`src/design/psb_pkg.sv`:
```
// Shared constants, codes and controller/datapath types for the prediction scoreboard.
package psb_pkg;

  localparam int ENTRIES    = 32;
  localparam int IDX_W      = (ENTRIES > 1) ? $clog2(ENTRIES) : 1;
  localparam int CNT_W      = $clog2(ENTRIES + 1);
  localparam int OP_W       = 2;
  localparam int ID_W       = 16;
  localparam int TICK_W     = 32;
  localparam int DELTA_W    = 16;
  localparam int CFG_IDX_W  = 2;
  localparam int CFG_DATA_W = 32;

  localparam logic [ID_W-1:0]            NO_EDGE       = '1;
  localparam logic signed [DELTA_W-1:0]  CONFIRM_RESET = 16'sd64;
  localparam logic signed [DELTA_W-1:0]  MISS_RESET    = -16'sd64;

  typedef enum logic [OP_W-1:0] {
    OP_PREDICT = 2'd0,
    OP_ACTUAL  = 2'd1,
    OP_EXPIRE  = 2'd2,
    OP_CLEAR   = 2'd3
  } psb_op_e;

  typedef enum logic [CFG_IDX_W-1:0] {
    REG_PREDICT_EN = 2'd0,
    REG_WINDOW     = 2'd1,
    REG_CONFIRM    = 2'd2,
    REG_MISS       = 2'd3
  } psb_reg_e;

  // controller -> datapath
  typedef struct packed {
    logic append;    // predict item at the port
    logic clear;     // clear item at the port
    logic start;     // latch item, rewind scan
    logic step_act;  // one entry of an actual scan
    logic step_exp;  // one entry of an expire scan
    logic act_emit;  // send actual result
    logic flush;     // send held expire result as last
  } psb_cmd_t;

  // datapath -> controller
  typedef struct packed {
    logic no_edge;
    logic win_zero;
    logic done;
    logic stall;
    logic found;
    logic stage_valid;
    logic out_free;
  } psb_sts_t;

endpackage

```
`src/design/psb_if.sv`:
```
// Item channel interfaces: input items and result items.
interface psb_in_if;
  import psb_pkg::*;
  logic                valid;
  logic                ready;
  logic [OP_W-1:0]     op;
  logic [ID_W-1:0]     edge_id;
  logic [ID_W-1:0]     target_node;
  logic [ID_W-1:0]     active_query;
  logic [ID_W-1:0]     path_tag;
  logic [TICK_W-1:0]   now_tick;

  modport source (output valid, op, edge_id, target_node, active_query, path_tag, now_tick,
                  input ready);
  modport sink   (input valid, op, edge_id, target_node, active_query, path_tag, now_tick,
                  output ready);
endinterface

interface psb_out_if;
  import psb_pkg::*;
  logic                       valid;
  logic                       ready;
  logic [ID_W-1:0]            delta_edge;
  logic signed [DELTA_W-1:0]  weight_delta;
  logic                       outcome;
  logic [ID_W-1:0]            delta_tag;
  logic                       last;

  modport source (output valid, delta_edge, weight_delta, outcome, delta_tag, last,
                  input ready);
  modport sink   (input valid, delta_edge, weight_delta, outcome, delta_tag, last,
                  output ready);
endinterface

```
`src/design/psb_dp.sv`:
```
// Scoreboard datapath: entry table, pending bits, config registers, scan and result registers.
module psb_dp (
  input  logic                                   clk_i,
  input  logic                                   rst_ni,
  input  logic                                   cfg_we_i,
  input  logic [psb_pkg::CFG_IDX_W-1:0]          cfg_idx_i,
  input  logic [psb_pkg::CFG_DATA_W-1:0]         cfg_data_i,
  input  logic [psb_pkg::ID_W-1:0]               edge_id_i,
  input  logic [psb_pkg::ID_W-1:0]               target_node_i,
  input  logic [psb_pkg::ID_W-1:0]               active_query_i,
  input  logic [psb_pkg::ID_W-1:0]               path_tag_i,
  input  logic [psb_pkg::TICK_W-1:0]             now_tick_i,
  input  psb_pkg::psb_cmd_t                      cmd_i,
  output psb_pkg::psb_sts_t                      sts_o,
  output logic                                   out_valid_o,
  input  logic                                   out_ready_i,
  output logic [psb_pkg::ID_W-1:0]               delta_edge_o,
  output logic signed [psb_pkg::DELTA_W-1:0]     weight_delta_o,
  output logic                                   outcome_o,
  output logic [psb_pkg::ID_W-1:0]               delta_tag_o,
  output logic                                   last_o
);
  import psb_pkg::*;

  // config
  logic                       pred_en_q;
  logic [TICK_W-1:0]          window_q;
  logic signed [DELTA_W-1:0]  confirm_q;
  logic signed [DELTA_W-1:0]  miss_q;

  // table
  logic [TICK_W-1:0]  tick_mem   [ENTRIES];
  logic [ID_W-1:0]    edge_mem   [ENTRIES];
  logic [ID_W-1:0]    target_mem [ENTRIES];
  logic [ID_W-1:0]    query_mem  [ENTRIES];
  logic [ID_W-1:0]    tag_mem    [ENTRIES];
  logic [ENTRIES-1:0] pending_q;
  logic [CNT_W-1:0]   count_q;

  // latched item
  logic [ID_W-1:0]    edge_q, target_q, query_q;
  logic [TICK_W-1:0]  now_q;

  // scan
  logic [CNT_W-1:0]   idx_q;
  logic               fq_valid_q, fa_valid_q;
  logic [IDX_W-1:0]   fq_idx_q, fa_idx_q;

  // held expire result
  logic               stage_valid_q;
  logic [ID_W-1:0]    stage_edge_q, stage_tag_q;

  // result register
  logic                       out_valid_q;
  logic [ID_W-1:0]            out_edge_q, out_tag_q;
  logic signed [DELTA_W-1:0]  out_delta_q;
  logic                       out_outcome_q, out_last_q;

  logic [IDX_W-1:0]   scan_idx;
  logic [IDX_W-1:0]   wr_idx;
  logic [IDX_W-1:0]   pick_idx;
  logic [TICK_W-1:0]  age;
  logic               exp_hit;
  logic               q_match;
  logic               act_match;
  logic               room;
  logic               out_free;

  assign scan_idx  = idx_q[IDX_W-1:0];
  assign wr_idx    = count_q[IDX_W-1:0];
  assign pick_idx  = fq_valid_q ? fq_idx_q : fa_idx_q;
  assign age       = now_q - tick_mem[scan_idx];
  assign exp_hit   = pending_q[scan_idx] && (age > window_q);
  assign q_match   = (query_q == '0) || (query_mem[scan_idx] == query_q);
  assign act_match = (edge_mem[pick_idx] == edge_q) && (target_mem[pick_idx] == target_q);
  assign room      = count_q < CNT_W'(ENTRIES);
  assign out_free  = !out_valid_q || out_ready_i;

  assign sts_o.no_edge     = (edge_id_i == NO_EDGE);
  assign sts_o.win_zero    = (window_q == '0);
  assign sts_o.done        = (idx_q == count_q);
  assign sts_o.stall       = exp_hit && stage_valid_q && !out_free;
  assign sts_o.found       = fq_valid_q || fa_valid_q;
  assign sts_o.stage_valid = stage_valid_q;
  assign sts_o.out_free    = out_free;

  always_ff @(posedge clk_i or negedge rst_ni) begin
    if (!rst_ni) begin
      pred_en_q <= 1'b0;
      window_q  <= '0;
      confirm_q <= CONFIRM_RESET;
      miss_q    <= MISS_RESET;
    end else if (cfg_we_i) begin
      unique case (psb_reg_e'(cfg_idx_i))
        REG_PREDICT_EN: pred_en_q <= cfg_data_i[0];
        REG_WINDOW:     window_q  <= cfg_data_i[TICK_W-1:0];
        REG_CONFIRM:    confirm_q <= cfg_data_i[DELTA_W-1:0];
        REG_MISS:       miss_q    <= cfg_data_i[DELTA_W-1:0];
        default:        ;
      endcase
    end
  end

  always_ff @(posedge clk_i) begin
    if (cmd_i.append && pred_en_q && room) begin
      tick_mem[wr_idx]   <= now_tick_i;
      edge_mem[wr_idx]   <= edge_id_i;
      target_mem[wr_idx] <= target_node_i;
      query_mem[wr_idx]  <= active_query_i;
      tag_mem[wr_idx]    <= path_tag_i;
    end
    if (cmd_i.start) begin
      edge_q   <= edge_id_i;
      target_q <= target_node_i;
      query_q  <= active_query_i;
      now_q    <= now_tick_i;
    end
    if (cmd_i.step_act && pending_q[scan_idx]) begin
      if (!fa_valid_q) fa_idx_q <= scan_idx;
      if (!fq_valid_q && q_match) fq_idx_q <= scan_idx;
    end
    if (cmd_i.step_exp && exp_hit) begin
      stage_edge_q <= edge_mem[scan_idx];
      stage_tag_q  <= tag_mem[scan_idx];
    end
    if (cmd_i.act_emit) begin
      out_edge_q    <= edge_mem[pick_idx];
      out_tag_q     <= tag_mem[pick_idx];
      out_delta_q   <= act_match ? confirm_q : miss_q;
      out_outcome_q <= !act_match;
      out_last_q    <= 1'b1;
    end else if ((cmd_i.step_exp && exp_hit && stage_valid_q) || cmd_i.flush) begin
      out_edge_q    <= stage_edge_q;
      out_tag_q     <= stage_tag_q;
      out_delta_q   <= miss_q;
      out_outcome_q <= 1'b1;
      out_last_q    <= cmd_i.flush;
    end
  end

  always_ff @(posedge clk_i or negedge rst_ni) begin
    if (!rst_ni) begin
      pending_q     <= '0;
      count_q       <= '0;
      idx_q         <= '0;
      fq_valid_q    <= 1'b0;
      fa_valid_q    <= 1'b0;
      stage_valid_q <= 1'b0;
      out_valid_q   <= 1'b0;
    end else begin
      if (cmd_i.append && pred_en_q && room) begin
        pending_q[wr_idx] <= 1'b1;
        count_q           <= count_q + CNT_W'(1);
      end
      if (cmd_i.clear) count_q <= '0;
      if (cmd_i.start) begin
        idx_q      <= '0;
        fq_valid_q <= 1'b0;
        fa_valid_q <= 1'b0;
      end
      if (cmd_i.step_act) begin
        idx_q <= idx_q + CNT_W'(1);
        if (pending_q[scan_idx]) begin
          fa_valid_q <= 1'b1;
          if (q_match) fq_valid_q <= 1'b1;
        end
      end
      if (cmd_i.step_exp) begin
        idx_q <= idx_q + CNT_W'(1);
        if (exp_hit) begin
          pending_q[scan_idx] <= 1'b0;
          stage_valid_q       <= 1'b1;
        end
      end
      if (cmd_i.act_emit) pending_q[pick_idx] <= 1'b0;
      if (cmd_i.flush) stage_valid_q <= 1'b0;
      if (cmd_i.act_emit || cmd_i.flush || (cmd_i.step_exp && exp_hit && stage_valid_q)) begin
        out_valid_q <= 1'b1;
      end else if (out_ready_i) begin
        out_valid_q <= 1'b0;
      end
    end
  end

  assign out_valid_o    = out_valid_q;
  assign delta_edge_o   = out_edge_q;
  assign weight_delta_o = out_delta_q;
  assign outcome_o      = out_outcome_q;
  assign delta_tag_o    = out_tag_q;
  assign last_o         = out_last_q;

endmodule

```
`src/design/psb_ctrl.sv`:
```
// Scoreboard controller: item acceptance and scan sequencing.
module psb_ctrl (
  input  logic                        clk_i,
  input  logic                        rst_ni,
  input  logic                        in_valid_i,
  input  logic [psb_pkg::OP_W-1:0]    in_op_i,
  output logic                        in_ready_o,
  input  psb_pkg::psb_sts_t           sts_i,
  output psb_pkg::psb_cmd_t           cmd_o
);
  import psb_pkg::*;

  typedef enum logic [2:0] {
    ST_IDLE,
    ST_SCAN_ACT,
    ST_SCAN_EXP,
    ST_ACT_EMIT,
    ST_FLUSH
  } state_e;

  state_e state_q, state_d;

  always_comb begin
    state_d    = state_q;
    cmd_o      = '0;
    in_ready_o = 1'b0;
    unique case (state_q)
      ST_IDLE: begin
        in_ready_o = 1'b1;
        if (in_valid_i) begin
          unique case (psb_op_e'(in_op_i))
            OP_PREDICT: cmd_o.append = 1'b1;
            OP_CLEAR:   cmd_o.clear  = 1'b1;
            OP_ACTUAL: begin
              if (!sts_i.no_edge) begin
                cmd_o.start = 1'b1;
                state_d     = ST_SCAN_ACT;
              end
            end
            OP_EXPIRE: begin
              if (!sts_i.win_zero) begin
                cmd_o.start = 1'b1;
                state_d     = ST_SCAN_EXP;
              end
            end
            default: ;
          endcase
        end
      end
      ST_SCAN_ACT: begin
        if (sts_i.done) state_d = ST_ACT_EMIT;
        else cmd_o.step_act = 1'b1;
      end
      ST_SCAN_EXP: begin
        if (sts_i.done) state_d = ST_FLUSH;
        else if (!sts_i.stall) cmd_o.step_exp = 1'b1;
      end
      ST_ACT_EMIT: begin
        if (!sts_i.found) begin
          state_d = ST_IDLE;
        end else if (sts_i.out_free) begin
          cmd_o.act_emit = 1'b1;
          state_d        = ST_IDLE;
        end
      end
      ST_FLUSH: begin
        if (!sts_i.stage_valid) begin
          state_d = ST_IDLE;
        end else if (sts_i.out_free) begin
          cmd_o.flush = 1'b1;
          state_d     = ST_IDLE;
        end
      end
      default: state_d = ST_IDLE;
    endcase
  end

  always_ff @(posedge clk_i or negedge rst_ni) begin
    if (!rst_ni) begin
      state_q <= ST_IDLE;
    end else begin
      state_q <= state_d;
    end
  end

endmodule

```
`src/design/prediction_expectation_scoreboard.sv`:
```
// Top level of the prediction expectation scoreboard.
// Holds up to ENTRIES (32) pending edge predictions. Predict and clear items give no
// result. Actual and expire items walk the table one entry per cycle over the filled
// entries; an expire scan pauses on an expired entry while the held result cannot move on.
// An actual item gives at most one result; an expire item gives one result per
// expired entry in table order, the final one flagged by last. The next item is taken
// once the previous one has finished its scan and passed its last result, if any, to
// the result register, which lets a finished result wait while the next item starts.
module prediction_expectation_scoreboard (
  input  logic                               clk_i,
  input  logic                               rst_ni,
  input  logic                               cfg_we_i,
  input  logic [psb_pkg::CFG_IDX_W-1:0]      cfg_idx_i,
  input  logic [psb_pkg::CFG_DATA_W-1:0]     cfg_data_i,
  psb_in_if.sink                             in_i,
  psb_out_if.source                          out_o
);
  import psb_pkg::*;

  psb_cmd_t cmd;
  psb_sts_t sts;
  logic     in_ready;

  assign in_i.ready = in_ready;

  psb_ctrl u_ctrl (
    .clk_i      (clk_i),
    .rst_ni     (rst_ni),
    .in_valid_i (in_i.valid),
    .in_op_i    (in_i.op),
    .in_ready_o (in_ready),
    .sts_i      (sts),
    .cmd_o      (cmd)
  );

  psb_dp u_dp (
    .clk_i          (clk_i),
    .rst_ni         (rst_ni),
    .cfg_we_i       (cfg_we_i),
    .cfg_idx_i      (cfg_idx_i),
    .cfg_data_i     (cfg_data_i),
    .edge_id_i      (in_i.edge_id),
    .target_node_i  (in_i.target_node),
    .active_query_i (in_i.active_query),
    .path_tag_i     (in_i.path_tag),
    .now_tick_i     (in_i.now_tick),
    .cmd_i          (cmd),
    .sts_o          (sts),
    .out_valid_o    (out_o.valid),
    .out_ready_i    (out_o.ready),
    .delta_edge_o   (out_o.delta_edge),
    .weight_delta_o (out_o.weight_delta),
    .outcome_o      (out_o.outcome),
    .delta_tag_o    (out_o.delta_tag),
    .last_o         (out_o.last)
  );

endmodule
```
`src/flat_wrapper.sv`:
```
// flat-port wrapper written by rule: the top's interface ports become plain ports
module prediction_expectation_scoreboard_flat import psb_pkg::*;
  (clk_i, rst_ni, cfg_we_i, cfg_idx_i, cfg_data_i, in_i_valid, in_i_op, in_i_edge_id, in_i_target_node, in_i_active_query, in_i_path_tag, in_i_now_tick, in_i_ready, out_o_valid, out_o_delta_edge, out_o_weight_delta, out_o_outcome, out_o_delta_tag, out_o_last, out_o_ready);
  psb_in_if in_i_i ();
  psb_out_if out_o_i ();
  input  logic clk_i;
  input  logic rst_ni;
  input  logic cfg_we_i;
  input  logic [psb_pkg::CFG_IDX_W-1:0] cfg_idx_i;
  input  logic [psb_pkg::CFG_DATA_W-1:0] cfg_data_i;
  input wire logic [$bits(in_i_i.valid)-1:0] in_i_valid;
  input wire logic [$bits(in_i_i.op)-1:0] in_i_op;
  input wire logic [$bits(in_i_i.edge_id)-1:0] in_i_edge_id;
  input wire logic [$bits(in_i_i.target_node)-1:0] in_i_target_node;
  input wire logic [$bits(in_i_i.active_query)-1:0] in_i_active_query;
  input wire logic [$bits(in_i_i.path_tag)-1:0] in_i_path_tag;
  input wire logic [$bits(in_i_i.now_tick)-1:0] in_i_now_tick;
  output wire logic [$bits(in_i_i.ready)-1:0] in_i_ready;
  output wire logic [$bits(out_o_i.valid)-1:0] out_o_valid;
  output wire logic [$bits(out_o_i.delta_edge)-1:0] out_o_delta_edge;
  output wire logic [$bits(out_o_i.weight_delta)-1:0] out_o_weight_delta;
  output wire logic [$bits(out_o_i.outcome)-1:0] out_o_outcome;
  output wire logic [$bits(out_o_i.delta_tag)-1:0] out_o_delta_tag;
  output wire logic [$bits(out_o_i.last)-1:0] out_o_last;
  input wire logic [$bits(out_o_i.ready)-1:0] out_o_ready;
  assign in_i_i.valid = in_i_valid;
  assign in_i_i.op = in_i_op;
  assign in_i_i.edge_id = in_i_edge_id;
  assign in_i_i.target_node = in_i_target_node;
  assign in_i_i.active_query = in_i_active_query;
  assign in_i_i.path_tag = in_i_path_tag;
  assign in_i_i.now_tick = in_i_now_tick;
  assign in_i_ready = in_i_i.ready;
  assign out_o_valid = out_o_i.valid;
  assign out_o_delta_edge = out_o_i.delta_edge;
  assign out_o_weight_delta = out_o_i.weight_delta;
  assign out_o_outcome = out_o_i.outcome;
  assign out_o_delta_tag = out_o_i.delta_tag;
  assign out_o_last = out_o_i.last;
  assign out_o_i.ready = out_o_ready;
  prediction_expectation_scoreboard u_core (.clk_i(clk_i), .rst_ni(rst_ni), .cfg_we_i(cfg_we_i), .cfg_idx_i(cfg_idx_i), .cfg_data_i(cfg_data_i), .in_i(in_i_i), .out_o(out_o_i));
endmodule
```
`config.mk`:
```
export PLATFORM = sky130hd
export DESIGN_NAME = prediction_expectation_scoreboard_flat
export DESIGN_NICKNAME = d
export VERILOG_FILES = /design/src/design/psb_pkg.sv /design/src/design/psb_if.sv /design/src/design/psb_dp.sv /design/src/design/psb_ctrl.sv /design/src/design/prediction_expectation_scoreboard.sv /design/src/flat_wrapper.sv
export SDC_FILE = /design/constraint.sdc
export NUM_CORES = 2
export LEC_CHECK = 0
export BUFFER_PORTS_ARGS = -buffer_cell sky130_fd_sc_hd__clkbuf_2
export CAP_MARGIN = 40
export CORE_AREA = 2 2 588 590
export DETAILED_ROUTE_END_ITERATION = 12
export DIE_AREA = 0 0 590 592
export SLEW_MARGIN = 10
export SYNTH_ARGS = -nofsm -noshare
export SYNTH_HDL_FRONTEND = slang
export SYNTH_SLANG_ARGS = --single-unit
```
`constraint.sdc`:
```
create_clock -name clk_i -period 15.35 [get_ports clk_i]
set_input_delay 3.07 -clock clk_i [delete_from_list [all_inputs] [get_ports clk_i]]
set_output_delay 3.07 -clock clk_i [all_outputs]
set_load 0.01 [all_outputs]
```
* Yosys cells after proc, flatten, opt, wreduce, memory -nomap -nowiden
Memories as Yosys holds them, arrays and structs flattened. A register that Yosys moved wholly into a read port is not among the register bits.
Cells that the tools add are included.
** Word-level totals
- ROM bits :: 0
- Word-level logic and storage cells :: 177
- Memories kept :: 5
- Input bits :: 137
- Latch bits :: 0
- Memory bits (writable) :: 3072
- Register bits after elaboration :: 256
** Memory list
- u_core.u_dp.tick_mem :: words 32, width 32, read ports 1, clocked after memory_dff 0, write ports 1, line psb_dp.sv:32 : logic [TICK_W-1:0] tick_mem [ENTRIES];
- u_core.u_dp.edge_mem :: words 32, width 16, read ports 2, clocked after memory_dff 1, write ports 1, line psb_dp.sv:33 : logic [ID_W-1:0] edge_mem [ENTRIES];
- u_core.u_dp.query_mem :: words 32, width 16, read ports 1, clocked after memory_dff 0, write ports 1, line psb_dp.sv:35 : logic [ID_W-1:0] query_mem [ENTRIES];
- u_core.u_dp.tag_mem :: words 32, width 16, read ports 2, clocked after memory_dff 1, write ports 1, line psb_dp.sv:36 : logic [ID_W-1:0] tag_mem [ENTRIES];
- u_core.u_dp.target_mem :: words 32, width 16, read ports 1, clocked after memory_dff 0, write ports 1, line psb_dp.sv:34 : logic [ID_W-1:0] target_mem [ENTRIES];
** Cells by class
- $add $sub $neg :: 3
- Shifts and indexed selects :: 0
- Multiplexer cells :: 69
- Div/mod/pow operators :: 0
- Magnitude comparators :: 8
- Equality and inequality tests :: 21
- Bitwise operators :: 6
- Multiply operators :: 0
- Reduce and logical (&&, ||, !) cells :: 42
** Operator list (count)
- $mux W32 :: 4
- $mux W16 :: 7
- $and A32 B32 Y32 :: 2
- $not A32 Y32 :: 2
- $eq A16 B16 Y1 :: 3
- $mux W1 :: 35
- $gt A32 B32 Y1 :: 1
- $logic_not A32 Y1 :: 1
- $or A32 B32 Y32 :: 1
- $sub A32 B32 Y32 :: 1
- $mux W3 :: 10
- $mux W6 :: 5
- $lt A5 B6 Y1 const B :: 3
- $eq A16 B16 Y1 const B :: 1
- $logic_not A16 Y1 :: 1
- $demux W1 S5 :: 3
- $ge A5 B1 Y1 const B :: 3
- $pmux W3 S5 :: 1
- $reduce_and A2 Y1 :: 7
- $logic_and A1 B1 Y1 :: 13
- $add A6 B1 Y6 const B :: 2
- $reduce_bool A2 Y1 :: 5
- $eq A2 B2 Y1 const B :: 4
- $eq A3 B2 Y1 const B :: 2
- other kinds (20) :: 32

* Logic depth before layout (Yosys ltp)
An unclocked memory read counts as a cell.
- Depth after elaboration :: 14
- Depth in mapped cells :: 36

* By module
A second synthesis with hierarchy kept.
** Unflattened totals
- Cell total of the unflattened synthesis :: 6961
- Area total of the unflattened synthesis :: 137245.4 um2
** Modules (own cells, without submodules)
- psb_dp :: instances 1, area each 136920.1 um2, seq. area each 100244.9 um2, cells each 6919
- psb_ctrl :: instances 1, area each 325.3 um2, seq. area each 75.1 um2, cells each 42

* Least setup slack after synthesis
No wires, ideal clock.
- Path type :: register to register
- From :: reg u_core.u_dp.idx_q[0]
- To :: reg u_core.u_dp.out_edge_q[0], in the netlist u_core.u_dp.delta_edge_o[0] (enable)
- Clock period less this slack :: 13.262 ns
- Buffers on the path :: 7
- Arrival :: 12.739 ns
- Stages on the path, launching flop included :: 31
- Path slack :: 2.088 ns
- Path through :: dfrtp_1 buf_2 buf_2 buf_2 buf_2 buf_2 buf_1 buf_1 mux4_2 a221oi_1 and3_1 ha_1 nor2b_1 o2111a_1 nor4_1 o31a_1 o21ai_0 a211oi_1 o31ai_1 a221oi_1 o21bai_1 xnor2_1 ha_1 nand4_1 or2_2 or4_1 nor2_1 a22oi_1 nor4_1 nand2_1 o21ai_0
** Between the ends
- Longest elaborated chain between the ends :: 13
- Elaborated cells on any way between the ends :: 16
** RTL lines
- start: declaration :: line psb_dp.sv:45 : logic [CNT_W-1:0] idx_q;
- start signal: assignment :: line psb_dp.sv:162 : idx_q <= idx_q + CNT_W'(1);
- start signal: assignment :: line psb_dp.sv:169 : idx_q <= idx_q + CNT_W'(1);
- $mem_v2 Z32 W32
- $sub A32 B32 Y32 :: line psb_dp.sv:72 : assign age = now_q - tick_mem[scan_idx];
- $gt A32 B32 Y1 :: line psb_dp.sv:73 : assign exp_hit = pending_q[scan_idx] && (age > window_q);
- $logic_and A1 B1 Y1 :: line psb_dp.sv:73
- $logic_and A1 B1 Y1 (2 in a row) :: line psb_dp.sv:82 : assign sts_o.stall = exp_hit && stage_valid_q && !out_free;
- $mux W1 :: line psb_ctrl.sv:56 : else if (!sts_i.stall) cmd_o.step_exp = 1'b1;
- $mux W1 :: line psb_ctrl.sv:55 : if (sts_i.done) state_d = ST_FLUSH;
- $mux W1 :: line psb_ctrl.sv:27 : unique case (state_q)
- $logic_and A1 B1 Y1 (*) (2 in a row) :: line psb_dp.sv:132 : end else if ((cmd_i.step_exp && exp_hit && stage_valid_q) || cmd_i.flush) begin
- $logic_or A1 B1 Y1 (*) :: line psb_dp.sv:132
- $reduce_bool A2 Y1 (no source line) (*)
- end signal: assignment :: line psb_dp.sv:127 : out_edge_q <= edge_mem[pick_idx];
- end signal: assignment :: line psb_dp.sv:133 : out_edge_q <= stage_edge_q;
- end: declaration :: line psb_dp.sv:55 : logic [ID_W-1:0] out_edge_q, out_tag_q;
Every way passes the cells marked *; elsewhere a longest branch is shown, timed or not. The select of a mux whose other input is x is not followed.
A chain may end at the register's enable or synchronous reset.

* Worst setup path in the final report
Same ends and word-level chain as after synthesis.

==> out/metrics.yaml <==
status: "finished clean"
grt_usage: 0.240
grt_pass1_vias: 76000
required_ns: 15.96
grt_use_met3: 0.0433
register_area_sq_mm: 0.100
route.detailed.drc: 0
area_growth_pct: 14.7
synth.largest_area_cell: "edfxtp_1"
layout-drive-gt1-share: 0.261
worstSetupEndpointType: "flop"
rsz0062_at_grt: "no"
crit_path_top_delay_cell: "dfrtp_4"
die_h_microns: 592
detail_route.wl_per_cell_microns: 35.2
layout_setup_ws_ns: 5.38
synth-seq-cells: 3360
cts_hold_buf: 0
core_sq_mm: 0.342
swShare: 0.288
slew_headroom: 0.280
post_cts_buffers: 0
powerDensity_mw_per_mm2: 158
grt_util_met2: 0.382
numCtsBuffers: 348
avgSynthCellArea_sq_um: 19.9
synth_ff_type: "edfxtp_1"
seqPwrFrac: 0.420
antenna_found_initial: 42
clk_pin_slew_ns: 0.06
grt_pass1_wl_microns: 593000
yosysUniqueCellTypes: 76
critPathMostFrequentCell: "buf_4"
tns_ns: 0
clk_latency_ns: 0.95
gr-max-usage-layer: "met2"
finalSetupViolCount: 0
synth.area.top_cells: "edfxtp_1 71%, mux4_2 14%, dfrtp_1 1.9%"
final_common_cell: "edfxtp_1"
path_max_fanout: 80
vias: 77100
slowest_delay_ns: 0.90
rows: 215
drv_slew: 0
worstPathArrival_ns: 10.58
pwr-share-comb: 0.244
synth-edff-count: 3243
nFillCells: 28500
hpwl_microns: 243000
htreeDepth: 5
fin_worst_skew_ns: 0.0453
max_freq_mhz: 100
hold_violations: 0
cp-start-kind: "flop"
grt_max_degree: 138
yosys_warnings: 0
fp.dieW_microns: 590
ys_seq_area_frac: 0.734
root_buffer: "clkbuf_16"
io_pins: 189
multi_input_area_sq_mm: 0.0349
post-place-ws_ns: 5.40
port_buffers: 188
period_share: 0.649
use_met1: 0.340
maxCapViolCount: 0
clock-sinks: 3360
ant_nets: 0
start_util: 0.399
netlist_instances: 6883
ir_drop_mv: 0.157
die_area_sq_mm: 0.349
overflow: 0
finalNetCount: 7517
post_cts_resized: 0
first_iter_violations: 10800
hp-class: "reg2reg"
via_per_inst: 6.35
drt_first_pass_iters: 8
cts_tree: "built"
yosysTopAreaCellShare: 0.713
async_reset_ff_frac: 0.0345
routed_wl_microns: 428000
syn_nets: 7097
pwr-share-clk: 0.336
fin_crit_ns: 9.97
p_sw_mw: 7.11
leakage_nw: 50.1
clockBufferDepth: 4
intPower_mw: 17.6
gp_congestion: 0.837
layout_common_cells: "3243 x edfxtp_1, 824 x mux4_2, 355 x clkbuf_16"
syn-cell-area_sq_mm: 0.137
tightest_slew_ns: 1.08
path_class: "reg2reg"
## synthesized netlist by cell type, types with 48 or more instances
cell / number
buf_1: 75
nand2_1: 257
edfxtp_1: 3243
nor2_1: 118
mux4_2: 824
a22oi_1: 319
inv_1: 49
a21oi_1: 131
xor2_1: 55
a22o_1: 68
o21ai_0: 123
ha_1: 76
mux2i_1: 180
a221oi_1: 65
buf_2: 52
nor4_1: 49
a32oi_1: 69
a21o_1: 59
dfrtp_1: 105
nand3_1: 48
nand4_1: 105
o22ai_1: 132
clkbuf_1: 267
mux2_2: 80
## final timing paths
| kind | from | slack [ns] | cells past startpoint | endpoint |
|---|---|---|---|---|
| min reg2reg | u_core.u_dp.confirm_q[3] | 0.50 | 1 | u_core.u_dp.confirm_q[3] |
| max reg2reg | u_core.u_dp.idx_q[0] | 5.38 | 30 | u_core.u_dp.delta_edge_o[0] |
| max in group asynchronous | rst_ni | 12.20 | 3 | u_core.u_dp.pending_q[0] |
| min | u_core.u_dp.confirm_q[3] | 0.50 | 1 | u_core.u_dp.confirm_q[3] |
| min in group asynchronous | rst_ni | 2.11 | 1 | u_core.u_dp.confirm_q[9] |
| max | u_core.u_dp.idx_q[0] | 5.38 | 30 | u_core.u_dp.delta_edge_o[0] |
## through the flow
step / hold WS [ns] / power, mW / util / instance area (sq um) / cells
after global routing: 0.515 / 25.6 / 0.458 / 157000 / 12100
after detailed placement: 0.490 / 16.6 / 0.425 / 146000 / 11500
after CTS: 0.503 / 24.8 / 0.457 / 157000 / 12100
after floorplan: 0.474 / 14.6 / - / 137000 / 6883
after global placement: 0.483 / 16.5 / 0.420 / 144000 / 11400
final: 0.499 / 24.7 / 0.458 / 157000 / 12100
## cell type report
cell class | count | area share
Tap cell | 4557 | 0.0364
Sequential cell | 3360 | 0.640
Antenna cell | 8 | 0.000128
Timing Repair Buffer | 479 | 0.0293
Inverter | 49 | 0.00117
Clock inverter | 196 | 0.0115
Clock buffer | 431 | 0.0588
Multi-Input combinational cell | 3065 | 0.223
## state kept, by name (all words and copies together), names as in the netlist, 32 cells and up
name / flops
u_core.u_dp.window_q: 32
u_core.u_dp.edge_mem: 512
u_core.u_dp.pending_q: 32
u_core.u_dp.tick_mem: 1024
u_core.u_dp.now_q: 32
u_core.u_dp.tag_mem: 512
u_core.u_dp.target_mem: 512
u_core.u_dp.query_mem: 512
## logic make-up (layout without fill, tap and decap cells)
| logic type | after synthesis | count (layout) | synth area share |
|---|---|---|---|
| AND/OR/NAND/NOR | 745 | 745 | 0.0284 |
| XOR/XNOR | 88 | 88 | 0.00564 |
| buffers and inverters | 458 | 1155 | 0.0137 |
| multiplexers | 1095 | 1095 | 0.157 |
| other | 0 | 8 | 0 |
| AO/OA/AOI/OAI | 1060 | 1060 | 0.0542 |
| flip-flops | 3360 | 3360 | 0.734 |
| adder cells (fa/ha/maj) | 77 | 77 | 0.00710 |
## worst max-delay path, delay by kind of cell, from the launching register on
family          cells  cell delay [ns]
xor+xnor            1             0.14
fa+ha+maj           2             0.62
mux                 1             0.60
flops               1             0.90
compound gates     13             3.45
buf+inv             6             2.06
simple gates        7             1.60
## power groups by stage
stage	Sequential, mW	Clock [mW]	Combinational, mW
after floorplan	10.5	0	4.14
after global placement	10.6	0	5.90
after detailed placement	10.6	0	6.01
after CTS	10.4	8.41	6.03
after global routing	10.4	8.75	6.43
final	10.4	8.31	6.03
## layer usage
metal | vias to the layer above | part of all wire
met4 | 20 | 0.030
met3 | 772 | 0.10
met5 | - | 0.00028
met1 | 41600 | 0.40
met2 | 4602 | 0.47
li1 | 30100 | -
(Power assumes the default switching activity.)
